**config.mk**
```make
export PLATFORM = sky130hd
export DESIGN_NAME = heading_tracker_shortest_turn
export DESIGN_NICKNAME = d
export VERILOG_FILES = /design/src/design/htst_pkg.sv /design/src/design/htst_front.sv /design/src/design/htst_queue.sv /design/src/design/htst_back.sv /design/src/design/heading_tracker_shortest_turn.sv
export SDC_FILE = /design/constraint.sdc
export NUM_CORES = 2
export LEC_CHECK = 0
export ABC_AREA = 1
export BUFFER_PORTS_ARGS = -buffer_cell sky130_fd_sc_hd__buf_2
export CAP_MARGIN = 20
export CORE_MARGIN = 2
export CORE_UTILIZATION = 40
export CTS_CLUSTER_DIAMETER = 60
export DETAILED_ROUTE_END_ITERATION = 6
export HOLD_SLACK_MARGIN = 0.02
export PLACE_DENSITY = 0.57
export SYNTH_ARGS = -nofsm -noshare
export SYNTH_HDL_FRONTEND = slang
export SYNTH_HIERARCHICAL = 1
export SYNTH_SLANG_ARGS = --single-unit
```
**constraint.sdc**
```tcl
create_clock -name clk -period 21.5 [get_ports clk]
set_input_delay 1.075 -clock clk [delete_from_list [all_inputs] [get_ports clk]]
set_output_delay 1.075 -clock clk [all_outputs]
set_load 0.03 [all_outputs]
```
**src/design/htst_pkg.sv**
```systemverilog
// Shared constants, types and the CORDIC angle table for the heading tracker.
package htst_pkg;

  localparam int ANGLE_FRAC_BITS = 6;
  localparam int CORDIC_STAGES   = 14;
  localparam int FINE_BITS       = 16;
  localparam int TABLE_IDX_W     = 5;

  localparam int POS_W   = 24;
  localparam int DIFF_W  = POS_W + 1;
  localparam int CX_W    = POS_W + 4;
  localparam int Z_W     = 28;
  localparam int ANG_W   = 15;
  localparam int ROT_W   = 16;
  localparam int RATE_W  = 17;
  localparam int ITER_W  = $clog2(CORDIC_STAGES);

  localparam int FULL_TURN   = 360 << ANGLE_FRAC_BITS;
  localparam int HALF_TURN   = 180 << ANGLE_FRAC_BITS;
  localparam int SNAP_LIM    = 1 << (ANGLE_FRAC_BITS - 2);
  localparam int ROUND_SHIFT = FINE_BITS - ANGLE_FRAC_BITS;
  localparam int Q_W         = $clog2(840 << ANGLE_FRAC_BITS);
  localparam int DMAG_W      = $clog2(HALF_TURN + 1);

  localparam int Z_BASE = (360 << FINE_BITS) + (1 << (ROUND_SHIFT - 1));
  localparam int Z_HALF = 180 << FINE_BITS;

  localparam int RATE_SHIFT = 16;
  localparam int RATE_ONE   = 1 << RATE_SHIFT;
  localparam int RATE_RND   = 1 << (RATE_SHIFT - 1);
  localparam int RATE_RESET = 6554;

  typedef enum logic [1:0] {
    OUT_EQUAL = 2'd0,
    OUT_SNAP  = 2'd1,
    OUT_LERP  = 2'd2
  } outcome_t;

  typedef logic signed [POS_W-1:0] pos_t;

  typedef struct packed {
    pos_t own_x;
    pos_t own_z;
    pos_t goal_x;
    pos_t goal_z;
    logic face_away;
  } in_item_t;

  typedef struct packed {
    logic [ANG_W-1:0] desired;
    logic             equal;
  } q_item_t;

  typedef struct packed {
    logic [ANG_W-1:0]        desired;
    logic [ANG_W-1:0]        yaw;
    logic signed [ROT_W-1:0] pitch;
    logic signed [ROT_W-1:0] roll;
    outcome_t                outcome;
  } result_t;

  // atan(2^-i) in units of 2^-16 degree
  function automatic logic [Z_W-1:0] atan_fine(input logic [TABLE_IDX_W-1:0] idx);
    logic [Z_W-1:0] v;
    unique case (idx)
      5'd0:    v = Z_W'(2949120);
      5'd1:    v = Z_W'(1740967);
      5'd2:    v = Z_W'(919879);
      5'd3:    v = Z_W'(466945);
      5'd4:    v = Z_W'(234379);
      5'd5:    v = Z_W'(117304);
      5'd6:    v = Z_W'(58666);
      5'd7:    v = Z_W'(29335);
      5'd8:    v = Z_W'(14668);
      5'd9:    v = Z_W'(7334);
      5'd10:   v = Z_W'(3667);
      5'd11:   v = Z_W'(1833);
      5'd12:   v = Z_W'(917);
      5'd13:   v = Z_W'(458);
      5'd14:   v = Z_W'(229);
      5'd15:   v = Z_W'(115);
      5'd16:   v = Z_W'(57);
      5'd17:   v = Z_W'(29);
      5'd18:   v = Z_W'(14);
      5'd19:   v = Z_W'(7);
      default: v = '0;
    endcase
    return v;
  endfunction

endpackage

```
**src/design/htst_front.sv**
```systemverilog
// Front end: accept a position pair, run the iterative CORDIC atan2, queue the desired yaw.
module htst_front (
  input  logic                clk,
  input  logic                rst_n,
  input  logic                in_valid,
  output logic                in_ready,
  input  htst_pkg::in_item_t  in_item,
  output logic                push_valid,
  input  logic                push_ready,
  output htst_pkg::q_item_t   push_item
);

  typedef enum logic [1:0] {F_IDLE, F_PREP, F_ITER, F_PUSH} fstate_t;

  fstate_t                                state_r, state_nxt;
  logic signed [htst_pkg::DIFF_W-1:0]     dx_r, dx_nxt, dz_r, dz_nxt;
  logic                                   face_r, face_nxt, eq_r, eq_nxt;
  logic signed [htst_pkg::CX_W-1:0]       x_r, x_nxt, y_r, y_nxt, xs, ys;
  logic signed [htst_pkg::Z_W-1:0]        z_r, z_nxt;
  logic [htst_pkg::ITER_W-1:0]            iter_r, iter_nxt;
  logic [htst_pkg::Z_W-1:0]               at;
  logic [htst_pkg::Q_W-1:0]               q, q_wrap;

  assign xs = x_r >>> iter_r;
  assign ys = y_r >>> iter_r;
  assign at = htst_pkg::atan_fine(htst_pkg::TABLE_IDX_W'(iter_r));

  // round-to-nearest bias is already in z, so a plain shift finishes it
  always_comb begin
    q = z_r[htst_pkg::ROUND_SHIFT +: htst_pkg::Q_W];
    if (q >= htst_pkg::Q_W'(2 * htst_pkg::FULL_TURN)) begin
      q_wrap = q - htst_pkg::Q_W'(2 * htst_pkg::FULL_TURN);
    end else if (q >= htst_pkg::Q_W'(htst_pkg::FULL_TURN)) begin
      q_wrap = q - htst_pkg::Q_W'(htst_pkg::FULL_TURN);
    end else begin
      q_wrap = q;
    end
  end

  assign in_ready          = (state_r == F_IDLE);
  assign push_valid        = (state_r == F_PUSH);
  assign push_item.desired = eq_r ? '0 : htst_pkg::ANG_W'(q_wrap);
  assign push_item.equal   = eq_r;

  always_comb begin
    state_nxt = state_r;
    dx_nxt    = dx_r;
    dz_nxt    = dz_r;
    face_nxt  = face_r;
    eq_nxt    = eq_r;
    x_nxt     = x_r;
    y_nxt     = y_r;
    z_nxt     = z_r;
    iter_nxt  = iter_r;
    unique case (state_r)
      F_IDLE: begin
        if (in_valid) begin
          dx_nxt    = htst_pkg::DIFF_W'(in_item.own_x) - htst_pkg::DIFF_W'(in_item.goal_x);
          dz_nxt    = htst_pkg::DIFF_W'(in_item.own_z) - htst_pkg::DIFF_W'(in_item.goal_z);
          face_nxt  = in_item.face_away;
          state_nxt = F_PREP;
        end
      end
      F_PREP: begin
        eq_nxt   = (dx_r == '0) && (dz_r == '0);
        iter_nxt = '0;
        // turn a leftward vector by half a turn first
        if (dz_r[htst_pkg::DIFF_W-1]) begin
          x_nxt = -htst_pkg::CX_W'(dz_r);
          y_nxt = -htst_pkg::CX_W'(dx_r);
        end else begin
          x_nxt = htst_pkg::CX_W'(dz_r);
          y_nxt = htst_pkg::CX_W'(dx_r);
        end
        z_nxt = htst_pkg::Z_W'(htst_pkg::Z_BASE)
              + (dz_r[htst_pkg::DIFF_W-1] ? htst_pkg::Z_W'(htst_pkg::Z_HALF) : '0)
              + (face_r ? htst_pkg::Z_W'(htst_pkg::Z_HALF) : '0);
        state_nxt = ((dx_r == '0) && (dz_r == '0)) ? F_PUSH : F_ITER;
      end
      F_ITER: begin
        if (y_r > 0) begin
          x_nxt = x_r + ys;
          y_nxt = y_r - xs;
          z_nxt = z_r + at;
        end else begin
          x_nxt = x_r - ys;
          y_nxt = y_r + xs;
          z_nxt = z_r - at;
        end
        iter_nxt = iter_r + 1'b1;
        if (iter_r == htst_pkg::ITER_W'(htst_pkg::CORDIC_STAGES - 1)) begin
          state_nxt = F_PUSH;
        end
      end
      F_PUSH: begin
        if (push_ready) begin
          state_nxt = F_IDLE;
        end
      end
      default: state_nxt = F_IDLE;
    endcase
  end

  always_ff @(posedge clk) begin
    if (!rst_n) begin
      state_r <= F_IDLE;
    end else begin
      state_r <= state_nxt;
    end
    dx_r   <= dx_nxt;
    dz_r   <= dz_nxt;
    face_r <= face_nxt;
    eq_r   <= eq_nxt;
    x_r    <= x_nxt;
    y_r    <= y_nxt;
    z_r    <= z_nxt;
    iter_r <= iter_nxt;
  end

endmodule

```
**src/design/htst_queue.sv**
```systemverilog
// Two-entry queue between the angle front end and the state-update back end.
module htst_queue (
  input  logic              clk,
  input  logic              rst_n,
  input  logic              push_valid,
  output logic              push_ready,
  input  htst_pkg::q_item_t push_item,
  output logic              pop_valid,
  input  logic              pop_ready,
  output htst_pkg::q_item_t pop_item
);

  htst_pkg::q_item_t entry_r [2];
  logic              wr_ptr_r, wr_ptr_nxt, rd_ptr_r, rd_ptr_nxt;
  logic [1:0]        count_r, count_nxt;
  logic              do_push, do_pop;

  assign push_ready = (count_r != 2'd2);
  assign pop_valid  = (count_r != 2'd0);
  assign pop_item   = entry_r[rd_ptr_r];
  assign do_push    = push_valid && push_ready;
  assign do_pop     = pop_valid && pop_ready;

  always_comb begin
    wr_ptr_nxt = do_push ? ~wr_ptr_r : wr_ptr_r;
    rd_ptr_nxt = do_pop ? ~rd_ptr_r : rd_ptr_r;
    count_nxt  = count_r + {1'b0, do_push} - {1'b0, do_pop};
  end

  always_ff @(posedge clk) begin
    if (!rst_n) begin
      wr_ptr_r <= 1'b0;
      rd_ptr_r <= 1'b0;
      count_r  <= 2'd0;
    end else begin
      wr_ptr_r <= wr_ptr_nxt;
      rd_ptr_r <= rd_ptr_nxt;
      count_r  <= count_nxt;
    end
    if (do_push) begin
      entry_r[wr_ptr_r] <= push_item;
    end
  end

endmodule

```
**src/design/htst_back.sv**
```systemverilog
// Back end: shortest-turn delta, snap or rate-scaled step, pitch and roll damping, output register.
module htst_back (
  input  logic                        clk,
  input  logic                        rst_n,
  input  logic                        pop_valid,
  output logic                        pop_ready,
  input  htst_pkg::q_item_t           pop_item,
  input  logic [htst_pkg::RATE_W-1:0] turn_rate,
  output logic                        out_valid,
  input  logic                        out_ready,
  output htst_pkg::result_t           out_res
);

  typedef enum logic [1:0] {B_IDLE, B_DELTA, B_MUL, B_DONE} bstate_t;

  localparam int SW = htst_pkg::ANG_W + 2;
  localparam int YP_W = htst_pkg::DMAG_W + htst_pkg::RATE_W;
  localparam int PP_W = htst_pkg::ROT_W + htst_pkg::RATE_W;

  bstate_t                             state_r, state_nxt;
  logic [htst_pkg::ANG_W-1:0]          des_r, des_nxt, yaw_r, yaw_nxt;
  logic                                eq_r, eq_nxt, dneg_r, dneg_nxt, snap_r, snap_nxt;
  logic [htst_pkg::DMAG_W-1:0]         dmag_r, dmag_nxt, ystep_r, ystep_nxt;
  logic [htst_pkg::RATE_W-1:0]         t_r, t_nxt;
  logic [htst_pkg::ROT_W-1:0]          pstep_r, pstep_nxt, rstep_r, rstep_nxt;
  logic signed [htst_pkg::ROT_W-1:0]   pitch_r, pitch_nxt, roll_r, roll_nxt;
  logic                                out_valid_r, out_valid_nxt;
  htst_pkg::result_t                   res_r, res_nxt;

  logic signed [SW-1:0]                d0, d1, dabs, ydelta, ysum;
  logic [YP_W-1:0]                     yprod;
  logic [YP_W:0]                       yrnd;
  logic [htst_pkg::ROT_W-1:0]          pabs, rabs;
  logic [PP_W-1:0]                     pprod, rprod;
  logic [PP_W:0]                       prnd, rrnd;
  logic [htst_pkg::ANG_W-1:0]          yaw_lerp;
  logic                                commit;

  // shortest signed delta; exactly half a turn keeps its sign
  always_comb begin
    d0 = SW'(des_r) - SW'(yaw_r);
    if (d0 > SW'(htst_pkg::HALF_TURN)) begin
      d1 = d0 - SW'(htst_pkg::FULL_TURN);
    end else if (d0 < -SW'(htst_pkg::HALF_TURN)) begin
      d1 = d0 + SW'(htst_pkg::FULL_TURN);
    end else begin
      d1 = d0;
    end
    dabs = d1[SW-1] ? -d1 : d1;
  end

  // magnitude times rate, rounded half away from zero
  always_comb begin
    pabs  = pitch_r[htst_pkg::ROT_W-1] ? -pitch_r : pitch_r;
    rabs  = roll_r[htst_pkg::ROT_W-1] ? -roll_r : roll_r;
    yprod = dmag_r * t_r;
    pprod = pabs * t_r;
    rprod = rabs * t_r;
    yrnd  = {1'b0, yprod} + (YP_W + 1)'(htst_pkg::RATE_RND);
    prnd  = {1'b0, pprod} + (PP_W + 1)'(htst_pkg::RATE_RND);
    rrnd  = {1'b0, rprod} + (PP_W + 1)'(htst_pkg::RATE_RND);
  end

  always_comb begin
    ydelta = dneg_r ? -SW'(ystep_r) : SW'(ystep_r);
    ysum   = SW'(yaw_r) + ydelta;
    if (ysum < 0) begin
      yaw_lerp = htst_pkg::ANG_W'(ysum + SW'(htst_pkg::FULL_TURN));
    end else if (ysum >= SW'(htst_pkg::FULL_TURN)) begin
      yaw_lerp = htst_pkg::ANG_W'(ysum - SW'(htst_pkg::FULL_TURN));
    end else begin
      yaw_lerp = htst_pkg::ANG_W'(ysum);
    end
  end

  assign commit    = !out_valid_r || out_ready;
  assign pop_ready = (state_r == B_IDLE);
  assign out_valid = out_valid_r;
  assign out_res   = res_r;

  always_comb begin
    state_nxt     = state_r;
    des_nxt       = des_r;
    eq_nxt        = eq_r;
    dneg_nxt      = dneg_r;
    snap_nxt      = snap_r;
    dmag_nxt      = dmag_r;
    t_nxt         = t_r;
    ystep_nxt     = ystep_r;
    pstep_nxt     = pstep_r;
    rstep_nxt     = rstep_r;
    yaw_nxt       = yaw_r;
    pitch_nxt     = pitch_r;
    roll_nxt      = roll_r;
    res_nxt       = res_r;
    out_valid_nxt = out_valid_r && !out_ready;
    unique case (state_r)
      B_IDLE: begin
        if (pop_valid) begin
          des_nxt   = pop_item.desired;
          eq_nxt    = pop_item.equal;
          state_nxt = B_DELTA;
        end
      end
      B_DELTA: begin
        dneg_nxt  = d1[SW-1];
        dmag_nxt  = htst_pkg::DMAG_W'(dabs);
        snap_nxt  = (dabs <= SW'(htst_pkg::SNAP_LIM));
        t_nxt     = (turn_rate > htst_pkg::RATE_W'(htst_pkg::RATE_ONE))
                  ? htst_pkg::RATE_W'(htst_pkg::RATE_ONE) : turn_rate;
        state_nxt = B_MUL;
      end
      B_MUL: begin
        ystep_nxt = yrnd[htst_pkg::RATE_SHIFT +: htst_pkg::DMAG_W];
        pstep_nxt = prnd[htst_pkg::RATE_SHIFT +: htst_pkg::ROT_W];
        rstep_nxt = rrnd[htst_pkg::RATE_SHIFT +: htst_pkg::ROT_W];
        state_nxt = B_DONE;
      end
      B_DONE: begin
        if (commit) begin
          res_nxt.desired = des_r;
          if (eq_r) begin
            res_nxt.outcome = htst_pkg::OUT_EQUAL;
          end else if (snap_r) begin
            yaw_nxt         = des_r;
            res_nxt.outcome = htst_pkg::OUT_SNAP;
          end else begin
            yaw_nxt         = yaw_lerp;
            pitch_nxt       = pitch_r[htst_pkg::ROT_W-1] ? pitch_r + pstep_r : pitch_r - pstep_r;
            roll_nxt        = roll_r[htst_pkg::ROT_W-1] ? roll_r + rstep_r : roll_r - rstep_r;
            res_nxt.outcome = htst_pkg::OUT_LERP;
          end
          res_nxt.yaw   = yaw_nxt;
          res_nxt.pitch = pitch_nxt;
          res_nxt.roll  = roll_nxt;
          out_valid_nxt = 1'b1;
          state_nxt     = B_IDLE;
        end
      end
      default: state_nxt = B_IDLE;
    endcase
  end

  always_ff @(posedge clk) begin
    if (!rst_n) begin
      state_r     <= B_IDLE;
      out_valid_r <= 1'b0;
      yaw_r       <= '0;
      pitch_r     <= '0;
      roll_r      <= '0;
    end else begin
      state_r     <= state_nxt;
      out_valid_r <= out_valid_nxt;
      yaw_r       <= yaw_nxt;
      pitch_r     <= pitch_nxt;
      roll_r      <= roll_nxt;
    end
    des_r   <= des_nxt;
    eq_r    <= eq_nxt;
    dneg_r  <= dneg_nxt;
    snap_r  <= snap_nxt;
    dmag_r  <= dmag_nxt;
    t_r     <= t_nxt;
    ystep_r <= ystep_nxt;
    pstep_r <= pstep_nxt;
    rstep_r <= rstep_nxt;
    res_r   <= res_nxt;
  end

endmodule

```
**src/design/heading_tracker_shortest_turn.sv**
```systemverilog
// Top level of the heading tracker: stream ports, turn-rate register, front, queue and back end.
//
// Usage:
//   The input stream carries an own position, a target position (x and z, signed,
//   8 fraction bits) and a face-away flag in tuser. For each input transfer the block
//   emits exactly one result transfer: the desired yaw, the updated yaw, pitch and
//   roll (degrees times 64) and an outcome code in tuser (equal, snapped, lerped).
//   The turn rate (65536 = 1.0, larger values clamp) is written through cfg_wr_en /
//   cfg_wr_data while no item is in flight.
// Flow:
//   The front end takes one item and runs an iterative CORDIC, one rotation per
//   cycle; with setup and queue push it holds that item until the push completes,
//   and only then accepts the next. The back end takes each item through pop,
//   delta, multiply and update, then registers the result and raises out_tvalid.
//   A two-entry queue sits between the front and back ends, and the result sits in
//   an output register, so a stalled receiver holds the back end while the front
//   end keeps accepting until the queue fills.
// Reset:
//   Synchronous, active low: stored yaw, pitch and roll go to zero, the turn rate
//   to 6554, and both stream sides go idle.
module heading_tracker_shortest_turn (
  input  logic        clk,
  input  logic        rst_n,
  input  logic        in_tvalid,
  output logic        in_tready,
  input  logic [95:0] in_tdata,   // own_x[23:0], own_z[47:24], goal_x[71:48], goal_z[95:72]
  input  logic [0:0]  in_tuser,   // face_away[0]
  output logic        out_tvalid,
  input  logic        out_tready,
  output logic [63:0] out_tdata,  // desired_yaw[14:0], new_yaw[29:15], new_pitch[45:30],
                                  // new_roll[61:46], zero pad[63:62]
  output logic [1:0]  out_tuser,  // outcome[1:0]
  input  logic        cfg_wr_en,
  input  logic [16:0] cfg_wr_data // turn_rate[16:0]
);

  logic [htst_pkg::RATE_W-1:0] turn_rate_r, turn_rate_nxt;
  htst_pkg::in_item_t          in_item;
  htst_pkg::q_item_t           push_item, pop_item;
  htst_pkg::result_t           res;
  logic                        push_valid, push_ready, pop_valid, pop_ready;

  // Hold the rate until a new write arrives
  assign turn_rate_nxt = cfg_wr_en ? cfg_wr_data : turn_rate_r;

  always_ff @(posedge clk) begin
    if (!rst_n) begin
      turn_rate_r <= htst_pkg::RATE_W'(htst_pkg::RATE_RESET);
    end else begin
      turn_rate_r <= turn_rate_nxt;
    end
  end

  // Unpack the input transfer
  assign in_item.own_x     = in_tdata[23:0];
  assign in_item.own_z     = in_tdata[47:24];
  assign in_item.goal_x    = in_tdata[71:48];
  assign in_item.goal_z    = in_tdata[95:72];
  assign in_item.face_away = in_tuser[0];

  htst_front u_front (
    .clk        (clk),
    .rst_n      (rst_n),
    .in_valid   (in_tvalid),
    .in_ready   (in_tready),
    .in_item    (in_item),
    .push_valid (push_valid),
    .push_ready (push_ready),
    .push_item  (push_item)
  );

  htst_queue u_queue (
    .clk        (clk),
    .rst_n      (rst_n),
    .push_valid (push_valid),
    .push_ready (push_ready),
    .push_item  (push_item),
    .pop_valid  (pop_valid),
    .pop_ready  (pop_ready),
    .pop_item   (pop_item)
  );

  htst_back u_back (
    .clk       (clk),
    .rst_n     (rst_n),
    .pop_valid (pop_valid),
    .pop_ready (pop_ready),
    .pop_item  (pop_item),
    .turn_rate (turn_rate_r),
    .out_valid (out_tvalid),
    .out_ready (out_tready),
    .out_res   (res)
  );

  // Pack the result transfer
  assign out_tdata = {2'b00, res.roll, res.pitch, res.yaw, res.desired};
  assign out_tuser = res.outcome;

  // A snapped result lands exactly on the desired yaw
  a_snap_exact: assert property (@(posedge clk) disable iff (!rst_n)
    out_tvalid && (out_tuser == htst_pkg::OUT_SNAP) |-> out_tdata[29:15] == out_tdata[14:0])
    else $error("snapped yaw differs from desired yaw");

  // Equal positions report a zero desired yaw
  a_equal_zero: assert property (@(posedge clk) disable iff (!rst_n)
    out_tvalid && (out_tuser == htst_pkg::OUT_EQUAL) |-> out_tdata[14:0] == '0)
    else $error("equal positions with nonzero desired yaw");

  // Both yaw fields stay wrapped to one full turn
  a_yaw_wrapped: assert property (@(posedge clk) disable iff (!rst_n)
    out_tvalid |-> (out_tdata[14:0] < 15'(htst_pkg::FULL_TURN))
                && (out_tdata[29:15] < 15'(htst_pkg::FULL_TURN)))
    else $error("yaw outside one full turn");

endmodule
```
==> flow_metrics.py <==
metrics = {
    "sta": {
        "hold_viol": 0,
        "timing.final.max_slew_violations": 0,
        "final-setup-viol-count": 0,
        "period_needed_ns": 8.57,
        "clock_skew_ns": 0.0329,
        "tightest_slew_ns": 1.11,
        "setup_tns_ns": 0,
        "relSlewSlack": 0.258,
        "period_share": 0.399,
        "fmax_ghz": 0.117,
        "rsz0062_at_grt": "no",
    },
    "floorplan": {
        "dieWidth_microns": 388,
        "die_y_microns": 388,
        "ioPinCount": 187,
        "initial_core_util": 0.401,
        "die-area_sq_um": 151000,
        "coreArea_sq_um": 147000,
        "rows": 141,
    },
    "logic_synthesis": {
        "syn_avg_cell_area_sq_um": 7.49,
        "synth-main-ff-cell": "edfxtp_1",
        "synth_mux_area_frac": 0.00385,
        "synthXorXnorAreaFrac": 0.0413,
        "synth_area_leader_cell": "fa_1",
        "synthSimpleGateAreaFrac": 0.223,
        "synth_adder_area_share": 0.320,
        "ys_types": 66,
        "netlist_area_sq_um": 59100,
        "synth_edf_count": 329,
        "synthCells": 7897,
        "synthMostInstantiatedCell": "nand2_1",
        "yosysWarningCount": 6,
        "synth_top_family_by_area": "adder cells",
        "ys_ff_latch": 425,
        "ys_top_cells_by_area": "fa_1 20%, edfxtp_1 17%, ha_1 12%",
        "seq_area_frac_synth": 0.200,
        "synth-compound-area-share": 0.0923,
        "synthArstFlopShare": 0,
        "netlist_top_cells_count": "1740 x nand2_1, 1556 x inv_1, 721 x nor2_1",
        "netlist.area_leader.share": 0.202,
    },
    "run_status": {
        "status": "complete, no violations",
    },
    "cts": {
        "cts_root_buffer": "clkbuf_16",
        "post_cts_buffers": 0,
        "numCtsBuffers": 60,
        "clkLatencyLatePin_ns": 0.69,
        "post_cts_resize_count": 0,
        "clockBufferDepth": 3,
        "cts_htree_levels": 2,
        "cts_tree": "yes",
        "clk_pin_slew_worst_paths_ns": 0.06,
        "cts_sinks": 425,
        "ctsHoldBuffers": 0,
    },
    "setup_path": {
        "crit_end": "u_back/rstep_r[14]",
        "cp-start-kind": "flip-flop",
        "path_class": "flip-flop to flip-flop",
        "rrSetupSlack_ns": 12.93,
        "timing.rr.start": "u_back/roll_r[0]",
        "max_stage_delay_ns": 0.88,
        "startpoint": "u_back/roll_r[0]",
        "r2r_cells": 29,
        "worst_ep_arrival_time_ns": 9.00,
        "timing.rr.end": "u_back/rstep_r[14]",
        "worstPathMaxFanout": 19,
        "cp_slowest_cell": "xor2_1",
        "end_kind": "flip-flop",
        "critPathRequiredTime_ns": 21.93,
    },
    "routing": {
        "num_vias": 50600,
        "route.detailed.drc": 0,
        "wl_per_cell_microns": 17.2,
        "drt_iter0_markers": 3445,
        "routed_via_density": 5.10,
        "drt-pass1-iter-count": 6,
        "postRouteAntennaNets": 0,
        "wirelength_microns": 171000,
    },
    "final_layout": {
        "fin_area_sq_um": 63800,
        "final_util": 0.433,
        "nNetsFinal": 9216,
        "drive_gt1_frac": 0.0579,
        "instances_no_fill": 9925,
        "area.growth.synth_to_final_pct": 7.94,
    },
    "grt": {
        "grt_pass1_wl_microns": 274000,
        "grt_max_degree": 83,
        "antenna_found_initial": 4,
        "grt_pass1_vias": 50200,
        "grt-ovfl-total": 0,
        "grt_usage": 0.227,
    },
    "placed_design": {
        "port_buffers": 184,
        "routabilityCongestion": 0.914,
        "dp_hpwl_microns": 133000,
        "placed_area_sq_um": 61800,
        "dp.cells": 9810,
    },
    "worst_hold_path": {
        "hold_class": "flip-flop to flip-flop",
    },
    "flow_run": {
        "cap_viol_max_count": 0,
    },
}
-- logic make-up (layout without fill, tap and decap cells) --
logic type	after synthesis	after routing
AOI/OAI and AO/OA	996	996
buffers and inverters	1843	1939
other	1	3
DFF	425	425
and+or+nand+nor	3181	3181
muxes	17	17
xor gates and xnor gates	279	279
adders and majority gates	1155	1155
-- worst min-delay path by stage --
| stage | startpoint | end | slack (ns) | depth (start not counted) |
|---|---|---|---|---|
| 2_1_floorplan | u_back/des_r[0] | u_back/out_res[49] | 0.43 | 0 |
| 3_3_place_gp | turn_rate_r[16] | u_back/t_r[16] | 0.46 | 0 |
| 3_5_place_dp | turn_rate_r[16] | u_back/t_r[16] | 0.45 | 0 |
| 4_1_cts | turn_rate_r[16] | u_back/t_r[16] | 0.47 | 0 |
| 5_1_grt | turn_rate_r[16] | u_back/t_r[16] | 0.50 | 0 |
| 6_report | turn_rate_r[16] | u_back/t_r[16] | 0.46 | 0 |
-- critical path: cells and delay by family (launching register included) --
family	cells	cell delay (ns)
adders and majority gates	8	3.72
buffers and inverters	7	1.04
xor gates and xnor gates	2	0.99
DFF	1	0.81
and+or+nand+nor	8	0.80
AOI/OAI and AO/OA	4	0.93
-- stage by stage --
stage,worst slack (ns),hold WS (ns)
finish,12.93,0.465
detailed placement,13.07,0.451
floorplan,14.35,0.426
global route,12.35,0.504
global placement,13.20,0.462
CTS,13.04,0.466
-- cell usage in the layout (no fill, tap or decap), drive strengths merged, types with 5 or more instances in the layout --
cell type and n:
edfxtp 329, a211oi 9, a31oi 24, o21bai 19, o21a 17, o22ai 17, o211ai 16, xor2 181
clkbuf 86, ha 558, a21boi 7, nor4 33, nand3b 14, inv 1588, and2 13, nand2 1772
nand3 433, o221ai 9, a21o 26, mux2 16, nor3 90, nor3b 5, a21oi 415, or2 23
fa 597, o21ai 403, nand4 60, o31ai 18, xnor2 98, dfxtp 96, clkinv 28, buf 235
nor2 734
-- per-layer routing --
metal  up-vias  part of all wire  global-route usage
met5         -           0.00023                   0
met4         6             0.027              0.0578
met3       254             0.052              0.0253
met2      1338              0.48               0.394
met1     24100              0.44               0.300
li1      24900                 -                   -
-- flip-flops by register name, indices dropped and copies added, names as in the netlist, 2 cells and up, named ones only --
name             cells
turn_rate_r         17
u_back/state_r       2
u_back/pitch_r      16
u_back/rstep_r      16
u_back/des_r        15
u_front/at          22
u_front/dz_r        25
u_front/z_r         26
u_back/pstep_r      16
u_front/x_r         28
u_front/iter_r       4
u_back/roll_r       16
u_front/dx_r        25
u_front/y_r         28
u_back/dmag_r       14
u_back/yaw_r        15
u_back/t_r          17
u_back/out_res      64
u_back/ystep_r      14
u_front/state_r      2
u_queue/count_r      2
u_queue/entry_r     32
-- layout make-up --
cell class / instances / area (sq um)
fill: 15000 / 83500
sequential: 425 / 11800
timing repair buffer: 235 / 1300
tap: 1930 / 2410
clock inverter: 28 / 256
antenna: 1 / 2.50
inverter: 1590 / 5980
clock buffer: 86 / 1780
multi-input combinational: 5630 / 40300
Power is left out: the tool's default activity adds up to more than one toggle a clock period on the data nets, which glitch-free logic cannot reach.
